`src/hdl/snv_pkg.sv`:
```
package snv_pkg;

    localparam int WIRE_W     = 4;
    localparam int CH_W       = 5;
    localparam int FAIL_W     = 17;
    localparam int SEEN_W     = 8;
    localparam logic [CH_W-1:0] CH_RESET = 5'd2;

    // one stored compare-exchange: upper wire in the high nibble
    typedef struct packed {
        logic [WIRE_W-1:0] upper;
        logic [WIRE_W-1:0] lower;
    } pair_t;

    typedef enum logic [1:0] {
        ST_IDLE,
        ST_CHECK,
        ST_EVAL,
        ST_DONE
    } snv_state_t;

endpackage

```
`src/hdl/sorting_network_zero_one_verifier.sv`:
```
// Flow: a plain comparator is stored; a last one with a latched error or bad channel
// count goes straight to the result, else every stored pair is range-checked, then each
// of the 2^N zero-one vectors runs through all C comparators (N wires) before the result
// loads, waiting on any result stall; one shared compare-exchange unit, one store read port.
// Throughput: one comparator per cycle while loading; no input is taken during evaluation.
// Reset: rst_n async, active low; clears count, error latch, output valid; channel_count 2.
module sorting_network_zero_one_verifier
    import snv_pkg::*;
#(
    parameter int MAX_CHANNELS    = 16,
    parameter int MAX_COMPARATORS = 128
)
(
    input  logic              clk,
    input  logic              rst_n,

    // configuration write channel (channel_count)
    input  logic              cfg_valid,
    output logic              cfg_ready,
    input  logic [CH_W-1:0]   cfg_data,

    // comparator input channel
    input  logic              in_valid,
    output logic              in_stall,
    input  logic [WIRE_W-1:0] lower_wire,
    input  logic [WIRE_W-1:0] upper_wire,
    input  logic              last_comparator,

    // result channel
    output logic              out_valid,
    input  logic              out_stall,
    output logic [FAIL_W-1:0] failure_count,
    output logic [FAIL_W-1:0] vectors_tested,
    output logic [SEEN_W-1:0] comparators_seen,
    output logic              network_error
);

    localparam int W     = MAX_CHANNELS;
    localparam int CNT_W = $clog2(MAX_COMPARATORS + 1);
    localparam int AW    = (MAX_COMPARATORS > 1) ? $clog2(MAX_COMPARATORS) : 1;
    localparam int FW    = MAX_CHANNELS + 1;
    localparam logic [CNT_W-1:0] CNT_MAX = CNT_W'(MAX_COMPARATORS);

    snv_state_t        state_reg, state_next;
    logic [CH_W-1:0]   n_reg;
    logic [CNT_W-1:0]  count_reg, count_next;
    logic              latch_reg, latch_next;
    logic              err_reg, err_next;
    logic [CNT_W-1:0]  idx_reg, idx_next;
    logic              pend_reg, pend_next;
    logic              plast_reg, plast_next;
    logic [W-1:0]      w_reg, w_next;
    logic [W-1:0]      v_reg, v_next;
    logic [FW-1:0]     fails_reg, fails_next;

    logic              out_valid_reg, out_valid_next;
    logic [FAIL_W-1:0] fail_out_reg, fail_out_next;
    logic [FAIL_W-1:0] tested_out_reg, tested_out_next;
    logic [SEEN_W-1:0] seen_out_reg, seen_out_next;
    logic              err_out_reg, err_out_next;

    logic              in_take;
    logic              store_wr;
    pair_t             in_pair;
    pair_t             rd_pair;
    logic [W-1:0]      w_cx;
    logic              rd_ok;
    logic [CNT_W-1:0]  cnt_m1;
    logic              idx_at_end;
    logic [W-1:0]      adj_mask;
    logic [W-1:0]      last_vec;
    logic [FAIL_W-1:0] tested_val;
    logic              unsorted;
    logic              n_bad;

    assign cfg_ready = 1'b1;
    assign in_stall  = (state_reg != ST_IDLE);
    assign in_take   = in_valid && !in_stall;
    assign in_pair   = '{upper: upper_wire, lower: lower_wire};
    assign store_wr  = in_take && (count_reg < CNT_MAX);

    assign cnt_m1     = count_reg - CNT_W'(1);
    assign idx_at_end = (idx_reg == cnt_m1);
    assign n_bad      = (n_reg < CH_RESET) || (int'(n_reg) > MAX_CHANNELS);

    // wire masks for the channel count in force: adjacent pairs to test, all-ones last vector; and 2^N tested
    always_comb
    begin
        for (int i = 0; i < W; i++)
        begin
            adj_mask[i] = (i + 1 < int'(n_reg));
            last_vec[i] = (i < int'(n_reg));
        end
        for (int j = 0; j < FAIL_W; j++)
        begin
            tested_val[j] = (int'(n_reg) == j);
        end
    end

    snv_store #(
        .DEPTH (MAX_COMPARATORS),
        .AW    (AW)
    ) u_store (
        .clk     (clk),
        .wr_en   (store_wr),
        .wr_addr (count_reg[AW-1:0]),
        .wr_data (in_pair),
        .rd_addr (idx_reg[AW-1:0]),
        .rd_data (rd_pair)
    );

    // the one shared compare-exchange unit, also used for the range check
    snv_cx_unit #(
        .WIDTH (W)
    ) u_cx (
        .w_in       (w_reg),
        .pair       (rd_pair),
        .chan_count (n_reg),
        .w_out      (w_cx),
        .pair_ok    (rd_ok)
    );

    assign unsorted = |(w_cx & ~(w_cx >> 1) & adj_mask);

    // configuration register
    always_ff @(posedge clk or negedge rst_n)
    begin
        if (!rst_n)
        begin
            n_reg <= CH_RESET;
        end
        else if (cfg_valid && cfg_ready)
        begin
            n_reg <= cfg_data;
        end
    end

    // control state
    always_ff @(posedge clk or negedge rst_n)
    begin
        if (!rst_n)
        begin
            state_reg     <= ST_IDLE;
            count_reg     <= '0;
            latch_reg     <= 1'b0;
            pend_reg      <= 1'b0;
            out_valid_reg <= 1'b0;
        end
        else
        begin
            state_reg     <= state_next;
            count_reg     <= count_next;
            latch_reg     <= latch_next;
            pend_reg      <= pend_next;
            out_valid_reg <= out_valid_next;
        end
    end

    // datapath and result registers
    always_ff @(posedge clk)
    begin
        err_reg        <= err_next;
        idx_reg        <= idx_next;
        plast_reg      <= plast_next;
        w_reg          <= w_next;
        v_reg          <= v_next;
        fails_reg      <= fails_next;
        fail_out_reg   <= fail_out_next;
        tested_out_reg <= tested_out_next;
        seen_out_reg   <= seen_out_next;
        err_out_reg    <= err_out_next;
    end

    // sequencer
    always_comb
    begin
        state_next      = state_reg;
        count_next      = count_reg;
        latch_next      = latch_reg;
        err_next        = err_reg;
        idx_next        = idx_reg;
        pend_next       = 1'b0;
        plast_next      = plast_reg;
        w_next          = w_reg;
        v_next          = v_reg;
        fails_next      = fails_reg;
        fail_out_next   = fail_out_reg;
        tested_out_next = tested_out_reg;
        seen_out_next   = seen_out_reg;
        err_out_next    = err_out_reg;
        out_valid_next  = out_valid_reg && out_stall;

        unique case (state_reg)
            ST_IDLE:
            begin
                if (in_take)
                begin
                    // store the pair, or flag overflow and drop it
                    if (count_reg < CNT_MAX)
                    begin
                        count_next = count_reg + CNT_W'(1);
                    end
                    else
                    begin
                        latch_next = 1'b1;
                    end
                    if (last_comparator)
                    begin
                        err_next = latch_next || n_bad;
                        idx_next = '0;
                        state_next = (latch_next || n_bad) ? ST_DONE : ST_CHECK;
                    end
                end
            end

            ST_CHECK:
            begin
                // stream every stored pair once through the range check
                if (idx_reg < count_reg)
                begin
                    idx_next   = idx_reg + CNT_W'(1);
                    pend_next  = 1'b1;
                    plast_next = idx_at_end;
                end
                if (pend_reg)
                begin
                    err_next = err_reg || !rd_ok;
                    if (plast_reg)
                    begin
                        if (err_reg || !rd_ok)
                        begin
                            state_next = ST_DONE;
                        end
                        else
                        begin
                            state_next = ST_EVAL;
                            idx_next   = '0;
                            pend_next  = 1'b0;
                            w_next     = '0;
                            v_next     = '0;
                            fails_next = '0;
                        end
                    end
                end
            end

            ST_EVAL:
            begin
                // issue reads continuously, wrapping at the end of the network
                idx_next   = idx_at_end ? '0 : idx_reg + CNT_W'(1);
                pend_next  = 1'b1;
                plast_next = idx_at_end;
                if (pend_reg)
                begin
                    if (plast_reg)
                    begin
                        fails_next = fails_reg + FW'(unsorted);
                        if (v_reg == last_vec)
                        begin
                            state_next = ST_DONE;
                            pend_next  = 1'b0;
                        end
                        else
                        begin
                            v_next = v_reg + W'(1);
                            w_next = v_reg + W'(1);
                        end
                    end
                    else
                    begin
                        w_next = w_cx;
                    end
                end
            end

            ST_DONE:
            begin
                // load the result once the output register is free, then clear the store
                if (!out_valid_reg || !out_stall)
                begin
                    out_valid_next  = 1'b1;
                    fail_out_next   = err_reg ? '0 : FAIL_W'(fails_reg);
                    tested_out_next = err_reg ? '0 : tested_val;
                    seen_out_next   = SEEN_W'(count_reg);
                    err_out_next    = err_reg;
                    count_next      = '0;
                    latch_next      = 1'b0;
                    state_next      = ST_IDLE;
                end
            end

            default:
            begin
                state_next = ST_IDLE;
            end
        endcase
    end

    assign out_valid        = out_valid_reg;
    assign failure_count    = fail_out_reg;
    assign vectors_tested   = tested_out_reg;
    assign comparators_seen = seen_out_reg;
    assign network_error    = err_out_reg;

`ifndef SYNTHESIS
    a_error_zeroes: assert property (@(posedge clk) disable iff (!rst_n)
        out_valid && network_error |-> failure_count == '0 && vectors_tested == '0)
        else $error("rejected network reported nonzero counts");

    a_fail_bound: assert property (@(posedge clk) disable iff (!rst_n)
        out_valid && !network_error && vectors_tested != '0 |-> failure_count <= vectors_tested)
        else $error("failure count exceeds vectors tested");

    a_count_bound: assert property (@(posedge clk) disable iff (!rst_n)
        count_reg <= CNT_MAX)
        else $error("store count beyond capacity");

    a_last_stalls: assert property (@(posedge clk) disable iff (!rst_n)
        in_valid && !in_stall && last_comparator |=> in_stall)
        else $error("input not stalled after last comparator");
`endif

endmodule

```
`src/hdl/snv_store.sv`:
```
module snv_store
    import snv_pkg::*;
#(
    parameter int DEPTH = 128,
    parameter int AW    = 7
)
(
    input  logic          clk,
    input  logic          wr_en,
    input  logic [AW-1:0] wr_addr,
    input  pair_t         wr_data,
    input  logic [AW-1:0] rd_addr,
    output pair_t         rd_data
);

    pair_t mem [DEPTH];
    pair_t rd_data_reg;

    always_ff @(posedge clk)
    begin
        if (wr_en)
        begin
            mem[wr_addr] <= wr_data;
        end
        rd_data_reg <= mem[rd_addr];
    end

    assign rd_data = rd_data_reg;

endmodule

```
`src/hdl/snv_cx_unit.sv`:
```
module snv_cx_unit
    import snv_pkg::*;
#(
    parameter int WIDTH = 16
)
(
    input  logic [WIDTH-1:0] w_in,
    input  pair_t            pair,
    input  logic [CH_W-1:0]  chan_count,
    output logic [WIDTH-1:0] w_out,
    output logic             pair_ok
);

    logic bit_lo;
    logic bit_hi;
    logic swap;

    // pick the two wires
    always_comb
    begin
        bit_lo = 1'b0;
        bit_hi = 1'b0;
        for (int i = 0; i < WIDTH; i++)
        begin
            bit_lo = bit_lo | (w_in[i] & (int'(pair.lower) == i));
            bit_hi = bit_hi | (w_in[i] & (int'(pair.upper) == i));
        end
    end

    assign swap = bit_lo & ~bit_hi;

    // AND to the lower wire, OR to the upper wire
    always_comb
    begin
        for (int i = 0; i < WIDTH; i++)
        begin
            if (swap && int'(pair.lower) == i)
            begin
                w_out[i] = 1'b0;
            end
            else if (swap && int'(pair.upper) == i)
            begin
                w_out[i] = 1'b1;
            end
            else
            begin
                w_out[i] = w_in[i];
            end
        end
    end

    assign pair_ok = (pair.lower < pair.upper) && ({1'b0, pair.upper} < chan_count);

endmodule
```
`config.mk`:
```
export PLATFORM = sky130hd
export DESIGN_NAME = sorting_network_zero_one_verifier
export DESIGN_NICKNAME = d
export VERILOG_FILES = /design/src/hdl/snv_pkg.sv /design/src/hdl/sorting_network_zero_one_verifier.sv /design/src/hdl/snv_store.sv /design/src/hdl/snv_cx_unit.sv
export SDC_FILE = /design/constraint.sdc
export NUM_CORES = 1
export LEC_CHECK = 0
export ABC_CLOCK_PERIOD_IN_PS = 3600
export BUFFER_PORTS_ARGS = -buffer_cell sky130_fd_sc_hd__buf_2
export CORE_UTILIZATION = 40
export DETAILED_ROUTE_END_ITERATION = 6
export HOLD_SLACK_MARGIN = 0.06
export PLACE_DENSITY = 0.62
export SYNTH_ARGS = -nofsm -noshare
export SYNTH_HDL_FRONTEND = slang
export SYNTH_HIERARCHICAL = 1
export SYNTH_SLANG_ARGS = --single-unit
export TNS_END_PERCENT = 50
```
`constraint.sdc`:
```
create_clock -name clk -period 3.6 [get_ports clk]
set_input_delay 0.72 -clock clk [delete_from_list [all_inputs] [get_ports clk]]
set_output_delay 0.72 -clock clk [all_outputs]
set_load 0.01 [all_outputs]
```
* After elaboration in Yosys (flattened, before gate mapping)
Memory sizes are Yosys's and may differ from the RTL's. A register that Yosys moved wholly into a read port is not among the register bits.
Index checks and enable logic that the tools add are counted.
** Word-level totals
- RAM bits :: 1024
- Memories :: 1
- Output and inout port bits :: 46
- Logic and storage cells :: 335
- Input bits :: 19
- Register bits :: 120
** Memories
- u_store.mem :: depth 128, width 8, rd ports 1, clocked after memory_dff 1, write ports 1, line snv_store.sv:16 : pair_t mem [DEPTH];
** Cells by class
- $add $sub $neg :: 5
- Bitwise gates (word level) :: 67
- $lt $le $gt $ge :: 23
- Reduce and logical (&&, ||, !) cells :: 64
- Mux-type cells :: 95
- Equality and inequality tests :: 64
** Operators by type and width (count)
- 2-to-1 mux 16 bit :: 8
- 2-to-1 mux 17 bit :: 5
- 2-to-1 mux 8 bit :: 10
- equality test 4 bit, second input constant :: 16
- one-hot mux 16 bit (2 select lines) :: 2
- 2-to-1 mux 1 bit :: 53
- equality test 5 bit, second input constant :: 9
- less-than comparator 4 x 5 -> 1 bit, first input constant :: 8
- logical AND 1 bit :: 36
- one-hot mux 17 bit (2 select lines) :: 1
- AND 1 bit :: 33
- AND 16 bit :: 2
- equality test 4 x 3 -> 1 bit, second input constant :: 8
- OR 1 bit :: 30
- inequality test 2 bit, second input constant :: 12
- one-hot mux 8 bit (3 select lines) :: 1
- equality test 5 x 4 -> 1 bit, second input constant :: 4
- less-than comparator 3 x 5 -> 1 bit, first input constant :: 4
- 2-to-1 mux 2 bit :: 9
- adder 17 x 1 -> 17 bit :: 1
- adder 16 x 1 -> 16 bit, second input constant :: 1
- adder 8 x 1 -> 8 bit, second input constant :: 2
- equality test 16 bit :: 1
- equality test 4 x 2 -> 1 bit, second input constant :: 4
- 36 further kinds :: 58

* Depth between registers and ports, before layout
- Depth after elaboration :: 30
- Gate-level depth with buffers :: 23
- Depth with buffers taken out :: 20

* By module
Netlist, hierarchy kept.
** Modules (own cells, without submodules)
- snv_store :: cells each 1635, times used 1, sequential area each 30909.6 µm², area each 39665.5 µm²
- sorting_network_zero_one_verifier :: cells each 643, times used 1, sequential area each 3514.6 µm², area each 6638.9 µm²
- snv_cx_unit :: cells each 121, times used 1, sequential area each 0.0 µm², area each 892.1 µm²

* Worst setup path before layout
OpenSTA, ideal clock, no wires.
- Path type :: register -> register
- From :: register n_reg[1]
- To :: register v_reg[0], enable pin
- Slack :: -360 ps
- Required time :: 3186 ps
- Clock period less this slack :: 3960 ps
- Arrival :: 3546 ps
- Stages on the path, launching flop included :: 12
- Buffers on the path :: 0
- Library setup time :: 414 ps
- Cell sequence :: dfstp_2 > inv_1 > ha_1 > a21o_1 > a21o_1 > a21oi_1 > nor2_1 > a211oi_1 > nand2b_1 > nor2_1 > o21a_1 > a21boi_0
** On the way
- Longest elaborated chain between the ends :: 6
- Elaborated cells between the ends (all ways) :: 24
- Classes of those cells :: order compare (17); eq/ne (3); reduce/logical (4)
** RTL lines
- start: declaration :: line sorting_network_zero_one_verifier.sv:45 : logic [CH_W-1:0] n_reg;
- start signal: assignment :: line sorting_network_zero_one_verifier.sv:134 : n_reg <= cfg_data;
- less-than comparator 4 x 5 -> 1 bit :: line snv_cx_unit.sv:52 : assign pair_ok = (pair.lower < pair.upper) && ({1'b0, pair.upper} < chan_count);
- logical AND 1 bit :: line snv_cx_unit.sv:52
- net rd_ok :: line sorting_network_zero_one_verifier.sv:67 : logic rd_ok;
- zero test 1 bit :: line sorting_network_zero_one_verifier.sv:230 : if (err_reg || !rd_ok)
- logical OR 1 bit :: line sorting_network_zero_one_verifier.sv:230
- inequality test 2 bit (no source line)
- AND reduction 7 bit (no source line)
- end signal: assignment :: line sorting_network_zero_one_verifier.sv:166 : v_reg <= v_next;
- end: declaration :: line sorting_network_zero_one_verifier.sv:53 : logic [W-1:0] v_reg, v_next;
The timed path passes the listed nets, and every way through them passes these cells.
A chain may end at the register's enable or synchronous reset.

* Final worst setup path
- From :: register, netlist name u_store/rd_data[3]
- To :: register fails_reg[12], data pin
** On the way
- Longest elaborated chain between the ends :: 29
- Elaborated cells between the ends (all ways) :: 120
- Classes of those cells :: add/sub (1); eq/ne (15); mux (35); bitwise (35); reduce/logical (34)
** RTL lines
- equality test 4 x 2 -> 1 bit / zero test 4 bit (equally long branches) :: line snv_cx_unit.sv:25 : bit_lo = bit_lo | (w_in[i] & (int'(pair.lower) == i));
- AND 1 bit :: line snv_cx_unit.sv:25
- OR 1 bit (15 in series) :: line snv_cx_unit.sv:25
- AND 1 bit :: line snv_cx_unit.sv:30 : assign swap = bit_lo & ~bit_hi;
- logical AND 1 bit :: line snv_cx_unit.sv:41 : else if (swap && int'(pair.upper) == i)
- 2-to-1 mux 1 bit :: line snv_cx_unit.sv:41
- 2-to-1 mux 1 bit * :: line snv_cx_unit.sv:37 : if (swap && int'(pair.lower) == i)
- net w_cx[8] :: line sorting_network_zero_one_verifier.sv:66 : logic [W-1:0] w_cx;
- NOT 15 -> 16 bit :: line sorting_network_zero_one_verifier.sv:123 : assign unsorted = |(w_cx & ~(w_cx >> 1) & adj_mask);
- AND 16 bit * (2 in series) :: line sorting_network_zero_one_verifier.sv:123
- OR reduction 16 bit * :: line sorting_network_zero_one_verifier.sv:123
- adder 17 x 1 -> 17 bit * :: line sorting_network_zero_one_verifier.sv:257 : fails_next = fails_reg + FW'(unsorted);
- 2-to-1 mux 17 bit * :: line sorting_network_zero_one_verifier.sv:255 : if (plast_reg)
- 2-to-1 mux 17 bit * :: line sorting_network_zero_one_verifier.sv:253 : if (pend_reg)
- one-hot mux 17 bit (2 select lines) * :: line sorting_network_zero_one_verifier.sv:193 : unique case (state_reg)
- end signal: assignment :: line sorting_network_zero_one_verifier.sv:167 : fails_reg <= fails_next;
- end: declaration :: line sorting_network_zero_one_verifier.sv:54 : logic [FW-1:0] fails_reg, fails_next;
Mark *: on every way through the listed nets, which the timed path passes. The rest lies on a longest branch. The select of a mux whose other input is x is not followed.

==> results.json <==
{
  "startpoint": "u_store/rd_data[3]$_DFF_P_",
  "hp-class": "in -> reg",
  "synth_edf_count": 1126,
  "initial_utilization_pct": 40.51,
  "syn_area_um2": 47200,
  "fp.coreArea_um2": 116500,
  "finalCritPeriodShare_pct": 108.2,
  "setup_violations": 12,
  "grt_pass1_vias": 24970,
  "r2r_setup_slack_ps": -300,
  "grtUsageMet1_pct": 25.82,
  "cp.arrival_ps": 4470,
  "met3_usage_pct": 4.631,
  "final_common_cell": "edfxtp_1",
  "fmax_mhz": 256.7,
  "ys_seq_elements": 1152,
  "synthToLayoutAreaGrowth_pct": 17.68,
  "htree_levels": 3,
  "ff2ff_path_depth": 18,
  "dr.pass1.iters": 5,
  "status": "finished with violations",
  "worst_pin_slew_ps": 989.3,
  "final_cell_mix": "edfxtp_1, mux4_2, buf_4",
  "hold_viol_final": 0,
  "synthCells": 2399,
  "num_rows": 125,
  "globalRoute.busiestLayer": "met2",
  "cp_max_fo": 8,
  "clkLatencyLatePin_ps": 720,
  "fin_util_pct": 47.67,
  "gr-usage-met2_pct": 29.88,
  "yosysSeqAreaShare_pct": 72.94,
  "largest_reg_flops": 1024,
  "hold_end": "n_reg[3]$_DFFE_PN0P_",
  "timing.rr.start": "u_store/rd_data[3]$_DFF_P_",
  "hold_ws_ps": 241.7,
  "dieArea_um2": 119400,
  "grt.total_usage_pct": 18.80,
  "worst-setup-path-type": "reg -> reg",
  "dp_hpwl_um": 73970,
  "reg2reg_to": "fails_reg[12]$_SDFFCE_PN0P_",
  "clk_pin_slew_worst_paths_ps": 60,
  "setup_ws_ps": -295.6,
  "clock-sinks": 1152,
  "gp_congestion": 0.8392,
  "diodes": 0,
  "drt_first_iter_violations": 2331,
  "root_buffer": "clkbuf_16",
  "chipWidth_um": 345.5,
  "whs_path_depth": 2,
  "synth_warnings": 6,
  "maxCapViolCount": 0,
  "end_kind": "register",
  "routedWlPerCell_um": 25.74,
  "final_layout_size_suffix_gt1_share_pct": 32.84,
  "grt_overflow_total": 0,
  "layout_min_cycle_time_ps": 3896,
  "synthFlopType": "edfxtp_1",
  "cts_tree": "done",
  "ir_drop_uv": 533.5,
  "portBuffers": 63,
  "worst_ep_required_time_ps": 4170,
  "cp-start-kind": "register",
  "async_reset_ff_share_pct": 1.563,
  "failed_checks": "setup timing",
  "top_register": "u_store/mem",
  "final_cell_count_no_fill": 4344,
  "total_power_w": 0.04258,
  "ctsLongestPathBuffers": 3,
  "p_leak_nw": 17.74,
  "pin_count": 65,
  "fillers": 9467,
  "cts_buffers": 117,
  "synth_cell_type_count": 75,
  "syn_area_per_cell_um2": 19.67,
  "p_per_area_nw_per_um2": 766.7,
  "relSlewSlack_pct": 34.05,
  "grt_pass1_wl_um": 166800,
  "finalInstanceArea_um2": 55540,
  "dp.cells": 4114,
  "rsz0062_at_grt": "yes",
  "ant_nets": 0,
  "postRouteWirelength_um": 111800,
  "grt_antenna_before_repair": 5,
  "drv_slew": 0,
  "die_y_um": 345.5,
  "final.setup_skew_ps": 58.86,
  "syn-num-nets": 2442,
  "layout.nets": 2766,
  "via_per_inst": 5.614,
  "grt_max_degree": 78,
  "vias": 24390,
  "hold_path_startpoint": "cfg_data[3]",
  "dpl_cell_area_um2": 51080,
  "route.detailed.drc": 0
}
==> worst max-delay path by stage <==
stage | to | slack (ps) | depth (start not counted)
after floorplan | fails_reg[16]$_SDFFCE_PN0P_ | -350 | 23
after global placement | fails_reg[16]$_SDFFCE_PN0P_ | -600 | 19
after detailed placement | fails_reg[16]$_SDFFCE_PN0P_ | -600 | 20
after CTS | fails_reg[16]$_SDFFCE_PN0P_ | -320 | 18
after global routing | fails_reg[16]$_SDFFCE_PN0P_ | -540 | 19
final | fails_reg[12]$_SDFFCE_PN0P_ | -300 | 18
==> per-layer routing <==
layer | up-vias | wire, µm
li1 | 10520 | -
met1 | 12820 | 46890
met2 | 894 | 53460
met3 | 152 | 8684
met4 | 4 | 2733
met5 | - | 33
==> power by group <==
group | total, W | internal (W) | switching [W]
Combinational | 0.0140 | 0.00658 | 0.00742
Clock | 0.0122 | 0.00709 | 0.00506
Sequential | 0.0164 | 0.0157 | 0.000736
Total | 0.0426 | 0.0294 | 0.0132
==> cells in the mapped netlist (8+ instances only) <==
library cell	n	area, µm²
ha_1	24	300.3
buf_1	25	93.84
o211ai_1	8	60.06
inv_1	35	131.4
nor2_1	212	795.8
or3_1	8	50.05
o21ai_0	36	180.2
a41oi_1	20	175.2
a21oi_1	26	130.1
mux2i_1	9	90.09
and3_1	10	62.56
nand3b_1	11	82.58
nor3_1	27	135.1
buf_4	13	97.59
xor2_1	25	219.0
nand3_1	43	215.2
edfxtp_1	1126	33810
buf_2	27	135.1
dfxtp_1	8	160.2
clkbuf_1	64	240.2
mux2_2	13	146.4
a31oi_1	28	175.2
nand4_1	14	87.58
mux4_2	336	7567
dfrtp_1	17	425.4
nand2_1	57	214.0
nor2b_1	31	193.9
xnor2_1	19	166.4
nand2b_1	19	118.9
a211oi_1	16	120.1
==> through the flow <==
step | TNS, ps | setup WS (ps)
CTS | -2668 | -322.1
global route | -5658 | -538.1
finish | -2328 | -295.6
floorplan | -1662 | -349.7
global placement | -4115 | -598.9
detailed placement | -4856 | -602.6
==> kinds of logic after synthesis <==
| logic type | count (synthesis) | share of synthesized area (%) |
|---|---|---|
| simple gates | 469 | 4.806 |
| xor+xnor | 44 | 0.8165 |
| flops | 1152 | 72.94 |
| fa+ha+maj | 25 | 0.6575 |
| mux | 358 | 16.53 |
| buf+inv | 173 | 1.646 |
| other cells | 1 | 0.007946 |
| compound gates | 177 | 2.593 |
==> worst max-delay path, cell delays in order (launching register included) <==
cell and delay [ps]:
dfxtp_4 360, or3b_1 370, a21oi_2 190, a311oi_4 70, nand4_4 160, o21a_4 270
buf_8 170, a31oi_4 120, nor4b_2 280, o22ai_1 140, o2111ai_2 110, a311o_1 190
ha_2 200, and4_1 190, and4_4 250, nand3_4 90, buf_4 160, or3_1 300
a21oi_1 120
==> timing repair <==
| action | 4_1_cts | 5_1_grt |
|---|---|---|
| resized for setup | 65 | 27 |
| endpoints found under the hold margin | 17 | 0 |
| setup endpoints to repair | 15 | 37 |
| pin swaps | 23 | 18 |
| setup buffers | 9 | 3 |
| gates cloned | 1 | 0 |
| hold buffers | 1 | 0 |
==> final cells by class <==
type | instances | area [µm²] | share of cell area [%]
inverter | 38 | 142.6 | 0.2568
clock buffer | 141 | 3039 | 5.472
sequential | 1152 | 34440 | 62.01
clock inverter | 75 | 829.5 | 1.494
tap | 1524 | 1907 | 3.433
multi-input combinational | 1074 | 12430 | 22.38
timing repair buffer | 340 | 2751 | 4.954
(Power assumes the default switching activity.)
